[src/rtl/core/ffba_pkg.sv]
// Shared types, codes and default sizes for the first-fit block allocator.
package ffba_pkg;

    // Default arena geometry, handed to the top level as parameter defaults.
    localparam int ARENA_BYTES_DEF  = 4096;
    localparam int HEADER_BYTES_DEF = 16;

    // Fixed field widths.
    localparam int REQ_W    = 12;
    localparam int KEY_W    = 32;
    localparam int STATUS_W = 2;

    typedef logic [STATUS_W-1:0] status_t;

    // Result status codes.
    localparam status_t ST_DONE    = 2'd0;
    localparam status_t ST_NOSPACE = 2'd1;
    localparam status_t ST_REJECT  = 2'd2;

    // Request command codes.
    localparam logic CMD_ALLOC = 1'b0;
    localparam logic CMD_FREE  = 1'b1;

    // Commands from the controller to the datapath.
    typedef struct packed {
        logic load;     // capture the request, restart the walk at offset 0
        logic step;     // advance the walk to the next header
        logic take;     // claim the header under the walk
        logic split;    // write the split remainder header, if any
        logic append;   // append a block at the arena end, or fail
        logic free_op;  // execute a free request
        logic publish;  // move the pending result to the output register
        logic cfg_wr;   // write heap_key and empty the arena
    } ffba_cmd_t;

    // Status from the datapath to the controller.
    typedef struct packed {
        logic is_free;   // captured request is a free
        logic in_chain;  // walk position is below the arena end
        logic fit;       // header under the walk satisfies the request
    } ffba_sts_t;

endpackage

[src/rtl/core/ffba_ctrl.sv]
// Controller state machine of the allocator: handshakes and walk sequencing.
module ffba_ctrl (
    input  logic                 clk,
    input  logic                 rst_n,
    input  logic                 in_valid,
    output logic                 in_stall,
    output logic                 out_valid,
    input  logic                 out_stall,
    input  logic                 cfg_valid,
    output logic                 cfg_ready,
    input  ffba_pkg::ffba_sts_t  sts,
    output ffba_pkg::ffba_cmd_t  cmd_out
);

    localparam logic [2:0] S_IDLE   = 3'd0;
    localparam logic [2:0] S_RD     = 3'd1;
    localparam logic [2:0] S_CHK    = 3'd2;
    localparam logic [2:0] S_SPLIT  = 3'd3;
    localparam logic [2:0] S_APPEND = 3'd4;
    localparam logic [2:0] S_FREE   = 3'd5;
    localparam logic [2:0] S_DONE   = 3'd6;

    logic [2:0] state_reg, state_next;
    logic       out_valid_reg, out_valid_next;
    logic       idle, out_free;

    assign idle     = (state_reg == S_IDLE);
    assign out_free = !out_valid_reg || !out_stall;

    // A heap_key write goes ahead of a waiting request.
    assign in_stall  = !idle || cfg_valid;
    assign cfg_ready = idle;
    assign out_valid = out_valid_reg;

    // Next state and commands.
    always_comb
    begin
        state_next = state_reg;
        cmd_out    = '0;
        cmd_out.cfg_wr = idle && cfg_valid;
        unique case (state_reg)
            S_IDLE:
            begin
                if (in_valid && !cfg_valid)
                begin
                    cmd_out.load = 1'b1;
                    state_next   = S_RD;
                end
            end
            S_RD:
            begin
                // The header at the walk position is read at this edge.
                if (sts.is_free)
                begin
                    state_next = S_FREE;
                end
                else if (sts.in_chain)
                begin
                    state_next = S_CHK;
                end
                else
                begin
                    state_next = S_APPEND;
                end
            end
            S_CHK:
            begin
                if (sts.fit)
                begin
                    cmd_out.take = 1'b1;
                    state_next   = S_SPLIT;
                end
                else
                begin
                    cmd_out.step = 1'b1;
                    state_next   = S_RD;
                end
            end
            S_SPLIT:
            begin
                cmd_out.split = 1'b1;
                state_next    = S_DONE;
            end
            S_APPEND:
            begin
                cmd_out.append = 1'b1;
                state_next     = S_DONE;
            end
            S_FREE:
            begin
                cmd_out.free_op = 1'b1;
                state_next      = S_DONE;
            end
            S_DONE:
            begin
                if (out_free)
                begin
                    cmd_out.publish = 1'b1;
                    state_next      = S_IDLE;
                end
            end
            default:
            begin
                state_next = S_IDLE;
            end
        endcase
    end

    // Output valid: set on publish, cleared when the result is taken.
    always_comb
    begin
        out_valid_next = out_valid_reg;
        if (cmd_out.publish)
        begin
            out_valid_next = 1'b1;
        end
        else if (!out_stall)
        begin
            out_valid_next = 1'b0;
        end
    end

    always_ff @(posedge clk or negedge rst_n)
    begin
        if (!rst_n)
        begin
            state_reg     <= S_IDLE;
            out_valid_reg <= 1'b0;
        end
        else
        begin
            state_reg     <= state_next;
            out_valid_reg <= out_valid_next;
        end
    end

    // One request at a time: an accepted request closes the input.
    a_one_at_a_time: assert property (@(posedge clk) disable iff (!rst_n)
        (in_valid && !in_stall) |=> in_stall)
        else $error("second request accepted while one is in work");

    // A result appears only when the sequencer finishes a request.
    a_valid_from_done: assert property (@(posedge clk) disable iff (!rst_n)
        $rose(out_valid_reg) |-> ($past(state_reg) == S_DONE))
        else $error("result valid without a finished request");

    // A free request never walks the header chain.
    a_free_no_walk: assert property (@(posedge clk) disable iff (!rst_n)
        (state_reg == S_RD && sts.is_free) |=> (state_reg == S_FREE))
        else $error("free request entered the header walk");

endmodule

[config.mk]
export PLATFORM = sky130hd
export DESIGN_NAME = ffba_ctrl
export DESIGN_NICKNAME = d
export VERILOG_FILES = /design/src/rtl/core/ffba_pkg.sv /design/src/rtl/core/ffba_ctrl.sv
export SDC_FILE = /design/constraint.sdc
export NUM_CORES = 1
export LEC_CHECK = 0
export BUFFER_PORTS_ARGS = -buffer_cell sky130_fd_sc_hd__buf_2
export CORE_AREA = 2 2 39 41
export CTS_CLUSTER_DIAMETER = 50
export CTS_CLUSTER_SIZE = 10
export DETAILED_ROUTE_END_ITERATION = 8
export DIE_AREA = 0 0 41 43
export GPL_ROUTABILITY_DRIVEN = 1
export PLACE_DENSITY_LB_ADDON = 0.3
export SLEW_MARGIN = 20
export SYNTH_ARGS = -nofsm -noshare
export SYNTH_HDL_FRONTEND = slang
export SYNTH_SLANG_ARGS = --single-unit
[constraint.sdc]
create_clock -name clk -period 1.9 [get_ports clk]
set_input_delay 0.38 -clock clk [delete_from_list [all_inputs] [get_ports clk]]
set_output_delay 0.38 -clock clk [all_outputs]
set_load 0.05 [all_outputs]
* Yosys cells after proc, flatten, opt, wreduce, memory -nomap -nowiden *
Cells that the tools add are included.

storage, ports and cells
  register bits after elaboration = 4
  output and inout port bits = 11

cells by class
  eq/ne operators = 9
  muxes and demuxes = 18
  reduce and logical (&&, ||, !) cells = 11

operators by type and width
  operator              number
  $pmux W3 S5           1
  $mux W3               4
  $mux W1               11
  $eq A3 B3 Y1 const B  3
  $eq A3 B2 Y1 const B  2
  $logic_not A1 Y1      4
  $mux W2               2
  $ne A2 B1 Y1 const B  2
  $eq A3 B1 Y1 const B  1
  $logic_not A3 Y1      1
  $reduce_or A3 Y1      1
  $logic_and A1 B1 Y1   2
  $logic_or A1 B1 Y1    2
  $ne A2 B2 Y1 const B  1
  $reduce_and A2 Y1     1

* Longest topological paths before layout *
Gate-level depths: netlist of the first run.

  depth after elaboration = 5
  gate-level depth with buffers = 4

* Worst setup path before layout of the first run *
OpenSTA, ideal clock, no wires.

  path type = register to output
  start point = register state_reg[2]
  end point = output cmd_out[6] (netlist name)
  arrival time = 2.163 ns
  required time = 1.520 ns
  slack = -0.643 ns
  cell stages (with the launch flop) = 3
  buffers on the path = 1
  path through = dfrtp_1 > buf_6 > nor4b_1

RTL lines
  item                      line              source
  start: declaration        ffba_ctrl.sv:23   logic [2:0] state_reg, state_next;
  start signal: assignment  ffba_ctrl.sv:132  state_reg <= state_next;
  end: declaration          ffba_ctrl.sv:12   output ffba_pkg::ffba_cmd_t cmd_out

==> results of run 1 <==
## placed cells by master, fill, tap and decap left out
master         instances
a41oi_2                1
dfrtp_1                3
buf_2                 18
nor4b_2                1
dfrtp_2                1
nor3b_2                1
and2_1                 1
clkbuf_4               3
o21a_1                 1
nand2b_1               1
nand3b_1               1
dlygate4sd3_1          1
and2_2                 3
nand3_1                1
nor3_4                 1
a21oi_1                2
or2b_2                 1
inv_2                  1
and4bb_2               1
o21ai_2                1
o21ai_1                1
o21ai_0                3
nand2_1                2
nor2b_1                1
nor2b_2                1
## through the flow
stage / instance area, sq um / util (%) / cells / TNS (ps)
floorplan: 320.3 / - / 32 / -2.473
global route: 445.4 / 32.19 / 68 / 0
CTS: 445.4 / 32.19 / 68 / 0
global placement: 411.6 / 29.75 / 64 / 0
detailed placement: 411.6 / 29.75 / 64 / 0
finish: 445.4 / 32.19 / 68 / 0
## metal layers
metal,GRT usage [%],wire length (um),vias to the layer above
met5,0,0,-
met4,12.00,0,0
met3,5.236,61,0
met2,14.06,330,14
met1,12.38,328,134
li1,-,-,154
## report_power, final
part           total [W]  leakage (nW)  switching, W  internal [W]
Sequential      0.000237        0.0494      0.000109      0.000129
Clock           0.000107        0.0138     0.0000363     0.0000708
Combinational   0.000556         0.150      0.000387      0.000169
Total           0.000901         0.213      0.000532      0.000369
## cell families (layout without fill, tap and decap cells)
logic type      Yosys count  in the layout  share of synthesized area [%]
buf+inv                   3             23                          7.317
simple gates             16             16                          39.84
compound gates            9              9                          20.33
flops                     4              4                          32.52
## worst max-delay path: stages, from the launching register on
cell and delay (ps):
dfrtp_2 500, nor2b_2 240, and2_2 150, buf_2 250
## cell type report
| class | count | area, sq um | area share, % |
|---|---|---|---|
| clock buffers | 3 | 22.52 | 5.056 |
| inverters | 1 | 3.754 | 0.8427 |
| multi-input cells | 25 | 197.7 | 44.38 |
| flip-flops and latches | 4 | 101.3 | 22.75 |
| well taps | 16 | 20.02 | 4.494 |
| repair buffers | 19 | 100.1 | 22.47 |
## cell usage after synthesis
cell type and count:
a21oi_1 2, and4bb_2 1, nor4b_1 1, nand3b_1 1
o21ai_0 3, dfrtp_1 4, nand2b_1 1, and2_1 2
a41oi_2 1, buf_6 1, o21ai_2 1, nor3b_1 1
nand3_1 1, and2_2 2, nor2b_2 1, o21ai_1 1
nor2b_1 1, inv_2 1, o21a_1 1, or2b_2 1
nor3_4 1, nand2_1 2, buf_4 1
## timing repair
action,4_1_cts,5_1_grt
hold buffers,1,0
hold endpoints to repair,4,0
resized for setup,1,0
endpoints found under the setup margin,2,0
## worst max path at each step
| stage | start | endpoint | slack (ps) | cells after the start |
|---|---|---|---|---|
| final | state_reg[2]$_DFFE_PN0P_ | cmd_out[2] | 140 | 3 |
| after global routing | state_reg[1]$_DFFE_PN0P_ | cmd_out[7] | 40 | 3 |
| after CTS | state_reg[2]$_DFFE_PN0P_ | cmd_out[2] | 120 | 3 |
| after detailed placement | state_reg[2]$_DFFE_PN0P_ | cmd_out[2] | 250 | 3 |
| after global placement | state_reg[2]$_DFFE_PN0P_ | cmd_out[2] | 300 | 3 |
| after floorplan | state_reg[2]$_DFFE_PN0P_ | cmd_out[0] | -2 | 3 |
==> summary.md, run 1 <==
| Metric | Value |
|---|---|
| Mean Syn Cell Area | `9.619 sq um` |
| CTS tree | `done` |
| Max-Cap Viols | `0` |
| GPL Wtd Cong | `0.7509` |
| Tot Pwr | `0.0009007 W` |
| Clk buf depth | `2` |
| Cell taking the most area after synthesis | `dfrtp_1` |
| Worst slack at placement | `248.4 ps` |
| Clk Latency, worst-skew pair | `approximately 240 ps` |
| Antenna violations before repair | `0` |
| Vias in the first global route | `293` |
| Final period util | `92.82%` |
| Largest net degree at the start of global routing | `11` |
| Pre-Repair DR Iteration Count | `2` |
| FF-to-FF path depth | `3` |
| CP Launch Type | `flip-flop` |
| Max_slew headroom | `77.42%` |
| Share of cells above drive strength 1 | `65.38%` |
| Iteration-0 DRC Markers | `6` |
| Root Buffer | `clkbuf_4` |
| IO Port Bufs | `18` |
| NumNets Final | `62` |
| Synth Cell Area | `slightly above 300 sq um` |
| WHS | `389.8 ps` |
| Netlist cell types | `23` |
| Seq/Total Area, Yosys | `32.52%` |
| Hold depth | `3` |
| Critical Path RT | `1520 ps` |
| CTS Buf Count | `3` |
| Core area | `1384 sq um` |
| Syn_nets | `40` |
| P_leak | `0.2130 nW` |
| Hold EP | `out_valid$_DFFE_PN0P_` |
| Reg2reg setup slack | `just under 800 ps` |
| Total Routing Usage GR | `11.19%` |
| Synth warn | `0` |
| CTS sink cnt | `4` |
| Die width | `41 um` |
| PwrDens | `2022 nW/um^2` |
| Synth top area share | `approximately 33%` |
| Routed wire per std cell | `10.59 um` |
| Fillers | `137` |
| Total wire length | `roughly 720 um` |
| Row Count | `14` |
| First-pass GRT wire length | `1207 um` |
| Max H-tree Level | `1` |
| Seq cells post-synth | `4` |
| Setup Skew | `5.403 ps` |
| F_max | `between 500 and 600 MHz` |
| Final setup margin | `136.4 ps` |
| DP Wirelength | `527 um` |
| Drt drc | `0` |
| I/O pin total | `19` |
| Tightest Pin Transition | `between 300 and 400 ps` |
| Critical path class | `reg2out` |
| Reg2reg start | `state_reg[2]$_DFFE_PN0P_` |
| Min-delay src | `out_stall` |
| Synthesis-to-layout area growth | `44.72%` |
| Die span in y | `43 um` |
| Area contributors post-synth | `dfrtp_1 (33%), a41oi_2 (5.3%), nor3_4 (5.3%)` |
| Outcome | `completed` |
| Total die area | `about 1800 sq um` |
| Post-Syn Instances | `32` |
| Worst EP arrival | `around 1400 ps` |
| Number of flip-flops in the largest register | `3` |
| Routed vias/inst | `4.441` |
| Setup bufs post-CTS | `0` |
| Worst Path Max Fanout | `10` |
| Slew Limit Fails | `0` |
| Initial Util | `around 22%` |
| Final setup vio count | `0` |
| Maximum vdd drop | `about 0.78 mV` |
| HP Class | `in2reg` |
| Reg2reg end | `state_reg[2]$_DFFE_PN0P_` |
| Vias | `302` |
| Grt total ovfl | `0` |
| ANT nets after route | `0` |
| # diodes | `0` |
| Unrepaired setup endpoints after global routing | `false` |
| Setup crit end kind | `output pin` |
| Clock slew at reported path FFs | `40 ps` |
| Final Critical Period | `1764 ps` |
| Count of final hold-check violations | `0` |
Power figures use the tool's default switching activity.
==> inputs of run 2 (changes only) <==
--- a/config.mk
+++ b/config.mk
@@ -8,7 +8,6 @@
 export BUFFER_PORTS_ARGS = -buffer_cell sky130_fd_sc_hd__buf_2
 export CORE_AREA = 2 2 39 41
 export CTS_CLUSTER_DIAMETER = 50
-export CTS_CLUSTER_SIZE = 10
 export DETAILED_ROUTE_END_ITERATION = 8
 export DIE_AREA = 0 0 41 43
 export GPL_ROUTABILITY_DRIVEN = 1
==> constraint.sdc (replaced) <==
create_clock -name clk -period 1.6 [get_ports clk]
set_input_delay 0.32 -clock clk [delete_from_list [all_inputs] [get_ports clk]]
set_output_delay 0.32 -clock clk [all_outputs]
set_load 0.05 [all_outputs]
==> run 2 against run 1 <==
- critical path depth up 1
- register-to-register slack worse by 310 ps
- global-route usage shrank 0.59 points
- wire length up 1.8%
- die area did not move
- count of clock-buffer cells in the layout unchanged
- flip-flop and latch count unchanged
- via count grew 8.9%
==> summary.md, run 2 (synthesis results as in run 1) <==
| Metric | Value |
|---|---|
| WHS | `336.2 ps (-53.58 ps)` |
| Placed cells | `66 (+3.1%)` |
| NumNets Final | `66 (+6.5%)` |
| Setup crit end kind | `output pin` |
| Worst EP arrival | `1260 ps (-120 ps)` |
| Final period util | `a little over nine tenths` |
| Row Count | `14 (unchanged)` |
| Maximum vdd drop | `1.110 mV (+43%)` |
| Max H-tree Level | `1 (unchanged)` |
| Crit path cell chain | `nor3_4, buf_6, nand2b_4, buf_6` |
| I/O pin total | `19 (unchanged)` |
| P_leak | `0.2499 nW (+17%)` |
| Slowest cell on crit path | `dfrtp_2` |
| Core area | `1384 sq um (unchanged)` |
| Max_slew headroom | `83.63% (+6.2 points)` |
| CTS tree | `done` |
| Critical Path RT | `1280 ps (-240 ps)` |
| Critical Path Sink | `in_stall` |
| Fillers | `139 (+1.5%)` |
| Reg2reg start | `state_reg[0]$_DFFE_PN0P_` |
| CTS Buf Count | `3 (unchanged)` |
| Area of the multi-input gates | `209.0 sq um (+5.7%)` |
| Drt drc | `0 (unchanged)` |
| Number of flip-flops in the largest register | `3 (unchanged)` |
| Initial Util | `22.24% (unchanged)` |
| CP Launch Type | `flip-flop` |
| GPL Wtd Cong | `0.7430 (-1.1%)` |
| Tightest Pin Transition | `247.3 ps (-91.40 ps)` |
| Share of cells above drive strength 1 | `75.00% (+9.6 points)` |
| FF-to-FF path depth | `4 (+1)` |
| Clock slew at reported path FFs | `40 ps (about the same)` |
| Slew Limit Fails | `0 (unchanged)` |
| Setup Skew | `0.5884 ps (-4.815 ps)` |
| Die width | `41 um (unchanged)` |
| Most frequent CP cell | `buf_6` |
| Critical path class | `reg2out` |
| Reg2reg setup slack | `480 ps (-310 ps)` |
| Worst Setup SP | `state_reg[2]$_DFFE_PN0P_` |
| DP Wirelength | `553.8 um (+5.1%)` |
| CTS sink cnt | `4 (unchanged)` |
| Iteration-0 DRC Markers | `2 (-4)` |
| # diodes | `0 (unchanged)` |
| CP max stage delay | `460 ps (-40 ps)` |
| Final setup vio count | `0 (unchanged)` |
| Clk buf depth | `2 (unchanged)` |
| Vias in the first global route | `323 (+10%)` |
| F_max | `631.4 MHz` |
| Reg2reg end | `state_reg[1]$_DFFE_PN0P_` |
| Pre-Repair DR Iteration Count | `2 (unchanged)` |
| Post-route non-filler standard cell count | `72 (+5.9%)` |
| Seq. cell area | `103.9 sq um (+2.5%)` |
| First-pass GRT wire length | `1221 um (+1.2%)` |
| Max-Cap Viols | `0 (unchanged)` |
| Antenna violations before repair | `0 (unchanged)` |
| Routed wire per std cell | `10.18 um (-3.9%)` |
| Routed vias/inst | `4.569 (+2.9%)` |
| Count of final hold-check violations | `0 (unchanged)` |
| Unrepaired setup endpoints after global routing | `true` |
| Post-layout instance area | `546.8 sq um (+23%)` |
| Worst Path Max Fanout | `7 (-3)` |
| Min-delay src | `out_stall` |
| HP Class | `in2reg` |
| Vias | `329 (+8.9%)` |
| Outcome | `completed` |
| Clk Latency, worst-skew pair | `230 ps (about the same)` |
| Die span in y | `43 um (unchanged)` |
| Synthesis-to-layout area growth | `77.64%` |
| Tot Pwr | `0.001278 W (+42%)` |
| IO Port Bufs | `18 (unchanged)` |
| PwrDens | `2337 nW/um^2 (+16%)` |
| Total die area | `1763 sq um (unchanged)` |
| Commonest non-fill, non-tap cells in the layout | `buf_2 (8), buf_4 (8), buf_6 (4)` |
| Root Buffer | `clkbuf_4` |
| Total wire length | `733 um (+1.8%)` |
| Largest net degree at the start of global routing | `11 (unchanged)` |
| Grt total ovfl | `0 (unchanged)` |
| Total Routing Usage GR | `10.60% (-0.59 points)` |
| ANT nets after route | `0 (unchanged)` |
| Placed instance area | `440.4 sq um (+7.0%)` |
| Final Critical Period | `1584 ps` |
run 2: cell count changes in the layout (fill, tap and decap cells not counted), sizes merged:
cell,before,now
buf,18,22
run 2: what timing repair did:
action	in CTS	in global routing
gates cloned	0	0
hold buffers	1	0
gates resized for setup	14	9
hold endpoints to repair	4	0
setup buffers	1	1
pin swaps	3	0
setup endpoints to repair	9	10
run 2: worst min path at each step:
| stage | endpoint | slack [ps] | cells past startpoint |
|---|---|---|---|
| 6_report | out_valid$_DFFE_PN0P_ | 340 | 3 |
| 5_1_grt | out_valid$_DFFE_PN0P_ | 360 | 3 |
| 4_1_cts | out_valid$_DFFE_PN0P_ | 340 | 3 |
| 3_5_place_dp | out_valid$_DFFE_PN0P_ | 130 | 1 |
| 3_3_place_gp | out_valid$_DFFE_PN0P_ | 130 | 1 |
| 2_1_floorplan | out_valid$_DFFE_PN0P_ | 20 | 0 |
run 2: per-layer routing:
layer	track usage (%)	routed length [um]	share of wire [%]
met2	17.19	377	51
met3	2.094	51	7.0
met4	10.00	19	2.6
met1	10.13	286	39
met5	0	0	0
run 2: worst max-delay path: cells and delay by family (launching register included):
family,cells,cell delay (ps)
buffers and inverters,2,280
flip-flops,1,460
AND/OR/NAND/NOR,2,290
run 2: area by class of cell:
type                            count  share of cell area (%)
Clock buffer                        3                   4.119
Inverter                            1                   1.144
Multi-Input combinational cell     25                   38.22
Sequential cell                     4                   18.99
Tap cell                           16                   3.661
Timing Repair Buffer               23                   33.87
run 2: power by group:
part | switching (W) | leakage, nW | total (W) | internal, W
registers | 0.000112 | 0.0470 | 0.000271 | 0.000159
clock network | 0.0000408 | 0.0138 | 0.000125 | 0.0000839
logic | 0.000518 | 0.189 | 0.000883 | 0.000364
total | 0.000671 | 0.250 | 0.00128 | 0.000607
run 2: per-stage QoR:
step	setup WS (ps)	TNS, ps	util (%)
floorplan	-190.3	-385.4	-
CTS	-16.89	-47.91	37.70
detailed placement	108.6	0	31.83
finish	16.26	0	39.51
global placement	137.5	0	31.83
global route	-65.42	-305.3	39.51
